--- src/rtl/core/fdds_pkg.sv ---
package fdds_pkg;

  localparam int unsigned DIGIT_COUNT = 4;
  localparam int unsigned DIGIT_W     = 4;
  localparam int unsigned VALUE_W     = 14;
  localparam int unsigned IDX_W       = 2;
  localparam int unsigned BYTE_W      = 8;

  localparam logic [DIGIT_W-1:0] DARK_CODE = 4'hF;
  localparam logic [VALUE_W-1:0] MAX_SHOWN = 14'd9999;

  typedef logic [DIGIT_W-1:0] digit_t;
  typedef digit_t [DIGIT_COUNT-1:0] digit_arr_t;

  typedef enum logic [1:0] {
    KIND_TICK   = 2'd0,
    KIND_UPDATE = 2'd1,
    KIND_BLANK  = 2'd2
  } kind_e;

  // one item leaving the input register towards the scan logic
  typedef struct packed {
    logic               fire;
    kind_e              kind;
    logic [VALUE_W-1:0] value;
  } step_t;

  typedef struct packed {
    logic [BYTE_W-1:0] drive_byte;
    logic [IDX_W-1:0]  digit_index;
  } result_t;

endpackage

--- src/rtl/core/fdds_digit_conv.sv ---
module fdds_digit_conv import fdds_pkg::*; (
  input  logic [VALUE_W-1:0] value_i,
  output digit_arr_t         digits_o
);

  // reciprocal constants, exact for values up to 9999
  localparam logic [27:0] RECIP_1000 = 28'd8389;  // 2^-23
  localparam logic [27:0] RECIP_100  = 28'd5243;  // 2^-19
  localparam logic [27:0] RECIP_10   = 28'd6554;  // 2^-16

  logic [VALUE_W-1:0] sat;
  logic [27:0]        p1000, p100, p10;
  logic [3:0]         th;
  logic [6:0]         q100, th7, hu7;
  logic [9:0]         q10, q100w, te10;
  logic [VALUE_W-1:0] q10w, un14;
  digit_t             th_d, hu_d, te_d;

  always_comb begin
    sat   = (value_i > MAX_SHOWN) ? MAX_SHOWN : value_i;
    p1000 = 28'(sat) * RECIP_1000;
    p100  = 28'(sat) * RECIP_100;
    p10   = 28'(sat) * RECIP_10;
    th    = p1000[26:23];
    q100  = p100[25:19];
    q10   = p10[25:16];

    // remainders via times-ten as shift-add
    th7   = {3'b000, th};
    hu7   = q100 - ((th7 << 3) + (th7 << 1));
    q100w = {3'b000, q100};
    te10  = q10 - ((q100w << 3) + (q100w << 1));
    q10w  = {4'b0000, q10};
    un14  = sat - ((q10w << 3) + (q10w << 1));

    // leading-zero blanking, units always shown
    th_d = (th == 4'd0) ? DARK_CODE : th;
    hu_d = (hu7[3:0] == 4'd0 && th_d == DARK_CODE) ? DARK_CODE : hu7[3:0];
    te_d = (te10[3:0] == 4'd0 && hu_d == DARK_CODE) ? DARK_CODE : te10[3:0];

    digits_o[0] = th_d;
    digits_o[1] = hu_d;
    digits_o[2] = te_d;
    digits_o[3] = un14[3:0];
  end

endmodule

--- src/rtl/core/fdds_scan.sv ---
module fdds_scan import fdds_pkg::*; (
  input  logic    clk_i,
  input  logic    rst_ni,
  input  step_t   step_i,
  output result_t result_o
);

  localparam logic [IDX_W:0] POS_RESET = '1;

  logic [IDX_W:0] pos_q, pos_d, pos_inc;
  digit_arr_t     store_q, store_d;
  digit_arr_t     pend_q, pend_d;
  digit_arr_t     conv_digits;
  digit_arr_t     dark_digits;
  digit_arr_t     zero_digits;
  logic           reload;
  logic [IDX_W-1:0] pos_new;
  digit_t         digit;
  logic [DIGIT_COUNT-1:0] enable;

  fdds_digit_conv u_conv (
    .value_i  (step_i.value),
    .digits_o (conv_digits)
  );

  fdds_digit_conv u_conv_zero (
    .value_i  ('0),
    .digits_o (zero_digits)
  );

  always_comb begin
    dark_digits = {DIGIT_COUNT{DARK_CODE}};
    pos_inc     = pos_q + 1'b1;
    reload      = pos_inc[IDX_W];
    pos_new     = reload ? '0 : pos_inc[IDX_W-1:0];
    digit       = reload ? pend_q[0] : store_q[pos_new];
    enable      = DIGIT_COUNT'(1) << pos_new;

    result_o.drive_byte  = {enable, digit};
    result_o.digit_index = pos_new;

    pos_d   = pos_q;
    store_d = store_q;
    pend_d  = pend_q;
    if (step_i.fire) begin
      unique case (step_i.kind)
        KIND_TICK: begin
          pos_d = {1'b0, pos_new};
          if (reload) begin
            store_d = pend_q;
          end
        end
        KIND_UPDATE: pend_d = conv_digits;
        KIND_BLANK:  pend_d = dark_digits;
        default: ;
      endcase
    end
  end

  always_ff @(posedge clk_i or negedge rst_ni) begin
    if (!rst_ni) begin
      pos_q   <= POS_RESET;
      store_q <= '0;
      pend_q  <= zero_digits;
    end else begin
      pos_q   <= pos_d;
      store_q <= store_d;
      pend_q  <= pend_d;
    end
  end

endmodule

--- config.mk ---
export PLATFORM = sky130hd
export DESIGN_NAME = fdds_scan
export DESIGN_NICKNAME = d
export VERILOG_FILES = /design/src/rtl/core/fdds_pkg.sv /design/src/rtl/core/fdds_digit_conv.sv /design/src/rtl/core/fdds_scan.sv
export SDC_FILE = /design/constraint.sdc
export NUM_CORES = 1
export LEC_CHECK = 0
export BUFFER_PORTS_ARGS = -buffer_cell sky130_fd_sc_hd__buf_4
export CAP_MARGIN = 20
export CORE_ASPECT_RATIO = 0.5
export CORE_UTILIZATION = 50
export CTS_BUF_LIST = sky130_fd_sc_hd__clkbuf_16
export CTS_CLUSTER_SIZE = 14
export DETAILED_ROUTE_END_ITERATION = 6
export PLACE_DENSITY_LB_ADDON = 0.25
export SLEW_MARGIN = 20
export SYNTH_ARGS = -nofsm -noshare
export SYNTH_HDL_FRONTEND = slang
export SYNTH_SLANG_ARGS = --single-unit
--- constraint.sdc ---
create_clock -name clk_i -period 2.34 [get_ports clk_i]
set_input_delay 0.117 -clock clk_i [delete_from_list [all_inputs] [get_ports clk_i]]
set_output_delay 0.117 -clock clk_i [all_outputs]
set_load 0.05 [all_outputs]
## Yosys cells after proc, flatten, opt, wreduce, memory -nomap -nowiden

Index checks and enable logic that the tools add are counted.

| storage, ports and cells | value |
|---|---|
| register bits after elaboration | 35 |
| bits of input ports | 19 |
| logic and storage cells | 45 |
| output and inout bits | 10 |

| operators by class | value |
|---|---|
| equal/unequal tests | 4 |
| reductions and logical operators | 10 |
| muxes and demuxes | 9 |
| add/sub/neg operators | 7 |
| multipliers | 3 |
| shifts and indexed selects | 1 |
| order comparisons | 2 |

Operators by type and width:

| cell | number |
|---|---|
| $pmux W16 S2 | 1 |
| $mul A14 B14 Y27 const B | 1 |
| $mul A14 B13 Y23 const B | 1 |
| $mux W4 | 5 |
| $mul A14 B12 Y19 const B | 1 |
| $gt A14 B14 Y1 const B | 1 |
| $mux W14 | 1 |
| $add A4 B4 Y4 | 3 |
| $logic_not A4 Y1 | 3 |
| $sub A4 B4 Y4 | 3 |
| $bmux W4 S2 | 1 |
| $eq A4 B4 Y1 const B | 2 |
| $reduce_and A2 Y1 | 2 |
| $shl A1 B2 Y4 const A | 1 |
| $add A3 B1 Y3 const B | 1 |
| $lt A2 B3 Y1 const B | 1 |
| $reduce_and A3 Y1 | 1 |
| $eq A2 B1 Y1 const B | 1 |
| $eq A2 B2 Y1 const B | 1 |
| $logic_and A1 B1 Y1 | 2 |
| $logic_not A2 Y1 | 1 |
| $mux W2 | 1 |
| $reduce_bool A2 Y1 | 1 |

## Depth between registers and ports, before layout

Gate-level depths: netlist (run 1).

| depth | value |
|---|---|
| depth in word-level cells | 12 |
| gate-level depth with buffers | 34 |
| depth with buffers taken out | 32 |

## Least setup slack after synthesis (run 1)

OpenSTA, ideal clock, no wires.

| timing path | value |
|---|---|
| kind | input -> register |
| from | input step_i[6] in the netlist's numbering |
| to | register pend_q[4] in the netlist's numbering |
| buffers on the path | 2 |
| stages | 32 |
| library setup time | 80 ps |
| data required time | 2260 ps |
| data arrival time | 7003 ps |
| slack | -4742 ps |
| path through | clkbuf_1 nor4_1 nor2_1 nor3_1 nor2_1 clkbuf_1 nor2_1 inv_1 ha_1 inv_1 fa_1 inv_1 fa_1 fa_1 inv_1 fa_1 inv_1 ha_1 and4_1 o2111ai_1 nand3_1 a31o_2 xnor2_1 ha_1 xnor2_1 xnor2_1 xnor2_1 xnor3_1 xnor2_1 a2111oi_4 or2b_2 o22a_1 |

| between the ends | value |
|---|---|
| word-level cells in the longest chain between the ends | 9 |
| elaborated cells between the ends (all ways) | 13 |
| those cells by class | add/sub (2); mul (2); order compare (1); eq/ne (1); mux (4); reduce/logical (3) |

RTL lines:

| element | RTL line | RTL |
|---|---|---|
| from (decl) | fdds_scan.sv:4 | `input step_t step_i,` |
| $gt A14 B14 Y1 | fdds_digit_conv.sv:20 | `sat = (value_i > MAX_SHOWN) ? MAX_SHOWN : value_i;` |
| $mux W14 * | fdds_digit_conv.sv:20 |  |
| $mul A14 B14 Y27 | fdds_digit_conv.sv:21 | `p1000 = 28'(sat) * RECIP_1000;` |
| $add A4 B4 Y4 / $logic_not A4 Y1 (equally long branches) | fdds_digit_conv.sv:30, fdds_digit_conv.sv:37 |  |
| $sub A4 B4 Y4 / $mux W4 (equally long branches) | fdds_digit_conv.sv:30, fdds_digit_conv.sv:37 |  |
| $logic_not A4 Y1 / $eq A4 B4 Y1 (equally long branches) | fdds_digit_conv.sv:38 | `hu_d = (hu7[3:0] == 4'd0 && th_d == DARK_CODE) ? DARK_CODE : hu7[3:0];` |
| $logic_and A1 B1 Y1 | fdds_digit_conv.sv:38 |  |
| $mux W4 * | fdds_digit_conv.sv:38 |  |
| $pmux W16 S2 * | fdds_scan.sv:46 | `unique case (step_i.kind)` |
| to (signal assigned) | fdds_scan.sv:64 | `pend_q <= zero_digits;` |
| to (signal assigned) | fdds_scan.sv:68 | `pend_q <= pend_d;` |
| to (decl) | fdds_scan.sv:12 | `digit_arr_t pend_q, pend_d;` |

Mark *: on every way between the ends. The rest lies on a longest branch, timed or not.
A chain may end at the register's enable or synchronous reset.

## Worst setup path in the final report (run 1)

| timing path | value |
|---|---|
| from | input step_i[4] in the netlist's numbering |
| to | register pend_q[10] in the netlist's numbering |

| between the ends | value |
|---|---|
| word-level cells in the longest chain between the ends | 12 |
| elaborated cells between the ends (all ways) | 20 |
| those cells by class | add/sub (4); mul (3); order compare (1); eq/ne (2); mux (5); reduce/logical (5) |

RTL lines:

| element | RTL line | RTL |
|---|---|---|
| $gt A14 B14 Y1 | fdds_digit_conv.sv:20 |  |
| $mux W14 * | fdds_digit_conv.sv:20 |  |
| $mul A14 B14 Y27 | fdds_digit_conv.sv:21 |  |
| $add A4 B4 Y4 / $logic_not A4 Y1 (equally long branches) | fdds_digit_conv.sv:30, fdds_digit_conv.sv:37 |  |
| $sub A4 B4 Y4 / $mux W4 (equally long branches) | fdds_digit_conv.sv:30, fdds_digit_conv.sv:37 |  |
| $logic_not A4 Y1 / $eq A4 B4 Y1 (equally long branches) | fdds_digit_conv.sv:38 |  |
| $logic_and A1 B1 Y1 | fdds_digit_conv.sv:38 |  |
| $mux W4 | fdds_digit_conv.sv:38 |  |
| $eq A4 B4 Y1 | fdds_digit_conv.sv:39 | `te_d = (te10[3:0] == 4'd0 && hu_d == DARK_CODE) ? DARK_CODE : te10[3:0];` |
| $logic_and A1 B1 Y1 | fdds_digit_conv.sv:39 |  |
| $mux W4 * | fdds_digit_conv.sv:39 |  |
| $pmux W16 S2 * | fdds_scan.sv:46 |  |

Marked as above.

==> key figures, run 1 <==
STA
  – Worst-margin pin slew: around 0.46 ns
  – Worst Hold Margin: between 0.15 and 0.2 ns
  – Unrepaired setup endpoints after global routing: true
  – Hold Fails Final Rpt: 0
  – Clock Skew: 0.00429 ns
  – Post-route clock period utilization: 282%
  – Clock period minus worst slack: 6.61 ns
  – Worst slew margin: 68.9%
  – Setup TNS: -57.44 ns
  – Final WS setup: -4.27 ns
  – Fmax: 0.151 GHz
  – Slew Viols, Final: 0
  – Final setup fails: 15

Power
  – Leak pwr: 6.70 nW
  – Peak VDD IR: 1960 µV
  – Final Power: 21.3 mW
  – PD cells: 1630 nW/µm²

Finish
  – Area delta synth->final: 43.0%
  – Net count reported at finish: 1639
  – Multi-input logic area: 8380 µm²
  – Post-layout util: 74.1%
  – Fill count: 1144
  – Ratio of cells with drive above 1 in the final layout: 39.4%
  – Finished Layout Cells: 1545
  – Antenna cells: 0
  – Seq. cell area: 895 µm²

Critical path
  – Arrival time worst endpoint: 6.81 ns
  – Worst R2R Setup Slack: 0.36 ns
  – Crit start category: input pin
  – CP bufs+invs: 11
  – CP endpoint kind: flop
  – Worst r2r path cells: 6
  – Top delay family on crit path: adder cells
  – CP max-delay cell: fa_2
  – Max Fanout on Critical Path: 5
  – Worst reg2reg path endpoint: store_q[6]
  – Slowest stage delay, CP: 0.56 ns
  – CP Class: in2reg
  – Worst EP required: 2.54 ns
  – RR Startpoint: pos_q[0]

Global routing
  – GR Util All Layers: 31.3%
  – GR peak layer: met2
  – Met3 GRT Util: 8.47%
  – Met1 Use GR: 39.6%
  – Antenna violations before repair: 1
  – Global-route wire length before repair: 45800 µm
  – Met2 Use GR: 52.5%
  – Total gr overflow: 0
  – Vias in the first global route: 9049
  – Largest net degree at the start of global routing: 36

Yosys
  – Ys Warns: 0
  – Distinct cell type count after synthesis: 56
  – Post-synth ARST share: 100%
  – Cells after Synth: between 1000 and 1500
  – Yosys top cell by area: ha_1
  – Sequential area share after synthesis: 9.78%
  – Main synth FF type: dfrtp_1
  – Synthesized area: 9150 µm²
  – Syn_nets: 1346
  – Post-synthesis register bit count: 35
  – Main area contributors after synthesis: ha_1 27%, fa_1 25%, inv_1 11%, dfrtp_1 5.5%, dfstp_2 4.3%
  – Synth top area share: 27.1%
  – Mean Syn Cell Area: 9.00 µm²
  – Number of enable flip-flop cells after synthesis: 0
  – Most common cell in the synthesized netlist: inv_1
  – Top cells by count, synth: 256 x inv_1, 198 x ha_1, 112 x fa_1, 58 x nor2_1, 56 x nand2_1

Drt
  – First-pass DRT Iterations: 7
  – Vias: about 8300
  – Post-route ant nets: 0
  – Initial DRC count: 507
  – Drt total wl: 29200 µm
  – Vias per inst: 5.39
  – Residual DRC: 5
  – Drt wl/cell: roughly 19 µm

Clocking
  – # clock sinks: 35
  – TritonCTS Buffers: 5
  – Clock buffer depth: 2
  – Worst skew pair latency: around 0.27 ns
  – CTS Root Buffer Type: clkbuf_16
  – Clk slew on worst S/H paths: 0.05 ns
  – H-tree level count: 2
  – CTS tree: yes

Worst hold path
  – Hold_sp: step_i[16]
  – Hold path endpoint: pos_q[1]
  – Hold WC Path Type: in2reg
  – Hold depth: 4

Floorplanning
  – Die Y-Extent: 97.7 µm
  – Core area: 17700 µm²
  – Die area: 18900 µm²
  – Initial Util: about half
  – Die W: 193 µm
  – Cell row count: 34
  – Ports: 29

Placement
  – Placed insts: 1496
  – Post-detail-place hpwl: around 23000 µm
  – Port bufs: 28
  – GPL Wtd Cong: roughly 1.0

Status
  – Status: finished with violations
  – Violated checks: design-rule violations, negative setup slack

Run
  – Max-Cap Viols: 0
-- metal layers --
metal  up-vias  wire [µm]
met5         -         12
met4         2        942
met3        79       2570
met2       325      13400
met1      4050      12300
li1       3874          -
-- worst min-delay path, cell delays in order --
cell	delay [ns]
buf_4	0.09
nand2_1	0.10
nand2_1	0.08
o21ai_0	0.06
-- cells in the final DEF (no fill, tap or decap), types with 11 or more instances in the layout --
master	n
nor2_4	12
dfrtp_1	20
nor2_2	12
a21o_1	11
inv_2	19
fa_1	107
buf_6	18
nor2_1	35
a21oi_1	27
inv_1	234
buf_4	282
dfstp_2	15
ha_1	152
ha_4	41
xnor2_1	37
mux2_2	17
o21ai_0	17
nand2_1	50
-- registers in the layout, summed over array words and instances, names as in the netlist --
| name | count |
|---|---|
| pend_q | 16 |
| pos_q | 3 |
| store_q | 16 |
-- timing repair --
item / CTS / global route
endpoints found under the hold margin: 20 / 0
resized for setup: 107 / 50
setup buffers: 30 / 15
hold buffers: 1 / 0
pin swaps: 99 / 35
setup endpoints to repair: 15 / 17
cloned: 1 / 0
-- kinds of logic after synthesis --
logic type               synth area share, %
multiplexers                            2.31
buffers and inverters                   11.3
AO/OA/AOI/OAI                           9.70
adder cells (fa/ha/maj)                 51.6
XOR/XNOR                                5.51
flip-flops                              9.78
AND/OR/NAND/NOR                         9.80
-- worst max path at each step --
stage                     startpoint    endpoint  slack, ns  cells past startpoint
after global placement     step_i[6]   pend_q[4]      -4.44                     33
after floorplan            step_i[6]   pend_q[4]      -4.20                     32
final                      step_i[4]  pend_q[10]      -4.27                     37
after CTS                  step_i[4]   pend_q[9]      -4.12                     35
after global routing       step_i[4]   pend_q[9]      -4.51                     35
after detailed placement   step_i[6]   pend_q[6]      -4.74                     31
-- area by class of cell --
class / count / share of cell area (%)
clock buffers: 5 / 0.956
clock inverters: 3 / 0.0956
inverters: 256 / 7.47
multi-input cells: 707 / 64.0
flip-flops and latches: 35 / 6.83
well taps: 234 / 2.24
repair buffers: 305 / 18.4
-- metrics by stage --
stage | instance area (µm²) | worst slack (ns)
after global routing | 13100 | -4.51
after CTS | 12700 | -4.12
after detailed placement | 11800 | -4.74
final | 13100 | -4.27
after global placement | 11800 | -4.44
after floorplan | 9640 | -4.20
-- power breakdown --
group,total (mW),internal [mW],switching (mW)
Clock,0.604,0.383,0.220
Sequential,1.16,0.959,0.200
Combinational,19.6,9.73,9.82
Total,21.3,11.1,10.2
Power figures use the tool's default switching activity.
==> run 2, diff against run 1 <==
--- a/config.mk
+++ b/config.mk
@@ -5,6 +5,7 @@
 export SDC_FILE = /design/constraint.sdc
 export NUM_CORES = 1
 export LEC_CHECK = 0
+export ABC_AREA = 1
 export BUFFER_PORTS_ARGS = -buffer_cell sky130_fd_sc_hd__buf_4
 export CAP_MARGIN = 20
 export CORE_ASPECT_RATIO = 0.5
==> key figures, run 2 <==
Status
  – Status: finished with violations
  – Violated checks: negative setup slack

Placement
  – Dpl ws: -4.08 ns
  – Port bufs: 28
  – GPL Wtd Cong: 1.01
  – Post-detail-place hpwl: 28200 µm
  – Placed insts: 1908

Critical path
  – Slowest stage delay, CP: between 0.5 and 0.6 ns
  – CP bufs+invs: 9
  – Worst r2r path cells: 6
  – Worst reg2reg path endpoint: store_q[5]
  – Worst R2R Setup Slack: 0.35 ns
  – Path length in cells of the critical path: 47
  – Max Fanout on Critical Path: 5
  – CP Class: in2reg
  – Top delay family on crit path: simple AND/OR/NAND/NOR gates
  – RR Startpoint: pos_q[0]
  – Arrival time worst endpoint: 6.16 ns
  – Crit start category: input pin
  – Most frequent CP cell: nand2_1
  – Worst EP required: roughly 2.6 ns
  – CP endpoint kind: flop
  – CP Capture Point: pend_q[10]
  – Crit path from: step_i[7]
  – CP max-delay cell: fa_1

STA
  – Hold Fails Final Rpt: 0
  – Final setup fails: 15
  – Clock Skew: 0.00404 ns
  – Slew Viols, Final: 0
  – Unrepaired setup endpoints after global routing: true
  – Clock period minus worst slack: 5.95 ns
  – Worst-margin pin slew: 0.639 ns
  – Final WS setup: -3.61 ns
  – Worst slew margin: 57.3%
  – Fmax: 0.168 GHz
  – Post-route clock period utilization: 254%
  – Worst Hold Margin: 0.169 ns

Global routing
  – Vias in the first global route: about 10000
  – Largest net degree at the start of global routing: 36
  – Antenna violations before repair: 0
  – Global-route wire length before repair: around 52000 µm
  – GR Util All Layers: 33.0%
  – Total gr overflow: 0

Clocking
  – Clk slew on worst S/H paths: 0.05 ns
  – # clock sinks: 35
  – CTS Root Buffer Type: clkbuf_16
  – CTS tree: yes
  – Clock buffer depth: 2
  – TritonCTS Buffers: 5
  – Worst skew pair latency: 0.28 ns
  – H-tree level count: 2

Drt
  – Residual DRC: 0
  – Vias per inst: 4.94
  – Post-route ant nets: 0
  – First-pass DRT Iterations: 4
  – Drt total wl: approximately 34000 µm
  – Initial DRC count: 410
  – Vias: 9760
  – Drt wl/cell: 17.0 µm

Finish
  – Fill count: 1398
  – Most frequent cells in the layout: 345 x buf_4, 338 x inv_1, 223 x nand2_1
  – Multi-input logic area: 9040 µm²
  – Net count reported at finish: just over 2000
  – Seq. cell area: 895 µm²
  – Area delta synth->final: 48.6%
  – Commonest non-fill, non-tap cell in the layout: buf_4
  – Ratio of cells with drive above 1 in the final layout: 39.2%
  – Finished Layout Cells: 1975
  – Post-layout util: 76.2%
  – Largest regs: pend_q: 16 flops, store_q: 16 flops, pos_q: 3 flops

Yosys
  – Post-synth ARST share: 100%
  – Distinct cell type count after synthesis: 48
  – Yosys top cell by area: ha_1
  – Ys Warns: 0
  – Cells after Synth: about 1300
  – Syn_nets: 1658
  – Most common cell in the synthesized netlist: inv_1
  – Main synth FF type: dfrtp_1
  – Mean Syn Cell Area: approximately 7.5 µm²
  – Number of enable flip-flop cells after synthesis: 0
  – Post-synthesis register bit count: 35
  – Top cells by count, synth: 381 x inv_1, 259 x nand2_1, 198 x ha_1, 112 x fa_1, 99 x nor2_1
  – Sequential area share after synthesis: ~9%
  – Synthesized area: about 10000 µm²
  – Synth top area share: roughly 25%
  – Main area contributors after synthesis: ha_1 25%, fa_1 22%, inv_1 14%, nand2_1 9.7%, dfrtp_1 5.0%

Run
  – Max-Cap Viols: 0

Worst hold path
  – Hold depth: 4
  – Hold WC Path Type: in2reg

Floorplanning
  – Die W: 202 µm
  – Ports: 29
  – Initial Util: 51.3%
  – Die Y-Extent: around 100 µm
  – Cell row count: 36
  – Core area: around 20000 µm²
  – Die area: 20600 µm²
## run 2: cell count changes after synthesis, sizes merged, moves of 16 or more
cell,before,now
nand2,56,268
inv,256,383
nor2,58,111
xnor2,45,9
nand3,12,37
clkbuf,19,3
## run 2: repair_timing
action                                  4_1_cts  5_1_grt
cloned                                        1        0
pin swaps                                    99       47
endpoints found under the setup margin       19       19
setup buffers                                39       17
hold endpoints to repair                     20        0
resized for setup                           149       73
hold buffers                                  1        0
## run 2: layout make-up
cell class | count | share of cell area [%]
multi-input combinational | 905 | 60.9
inverter | 384 | 9.93
sequential | 35 | 6.02
timing repair inverter | 1 | 0.0421
clock buffer | 5 | 0.842
antenna | 1 | 0.0168
timing repair buffer | 375 | 19.9
tap | 266 | 2.24
clock inverter | 3 | 0.0758
## run 2: cells by family (layout without fill, tap and decap cells)
logic type / count (synthesis) / in the layout / synth area share (%)
simple gates: 447 / 447 / 19.1
buf+inv: 389 / 768 / 14.7
fa+ha+maj: 310 / 310 / 47.2
compound gates: 112 / 112 / 6.62
flops: 35 / 35 / 8.95
xor+xnor: 25 / 25 / 2.19
mux: 11 / 11 / 1.24
other cells: 0 / 1 / 0
## run 2: stage by stage
stage / TNS, ns / cell area, µm²
4_1_cts: -45.10 / 14400
5_1_grt: -51.92 / 14900
3_3_place_gp: -53.64 / 13300
6_report: -47.45 / 14900
3_5_place_dp: -54.85 / 13300
2_1_floorplan: -42.98 / 10500
## run 2: worst register-to-register path, delay by kind of cell, from the launching register on
family	cells	cell delay, ns
AND/OR/NAND/NOR	3	0.58
multiplexers	1	0.44
adder cells (fa/ha/maj)	1	0.15
flip-flops	1	0.60
buffers and inverters	1	0.10
## run 2: worst min-delay path by stage
stage / slack, ns / start / end
final: 0.17 / step_i[16] / pos_q[2]
after global routing: 0.22 / step_i[16] / pos_q[2]
after CTS: 0.17 / step_i[16] / pos_q[2]
after detailed placement: 0.09 / rst_ni / store_q[14]
after global placement: 0.08 / rst_ni / store_q[15]
after floorplan: -0.18 / rst_ni / pend_q[12]
## run 2: metal layers
metal  routed length (µm)  share of wire, %  vias up  GRT usage (%)
li1                     -                 -     4798              -
met1                14900                44     4679           41.7
met2                16000                48      211           58.6
met3                 1600               4.8       72           4.66
met4                 1050               3.1        0           11.6
met5                    0                 0        -              0
Power of run 2 is left out: the tool's default activity adds up to more than one toggle a clock period on the data nets, which glitch-free logic cannot reach.
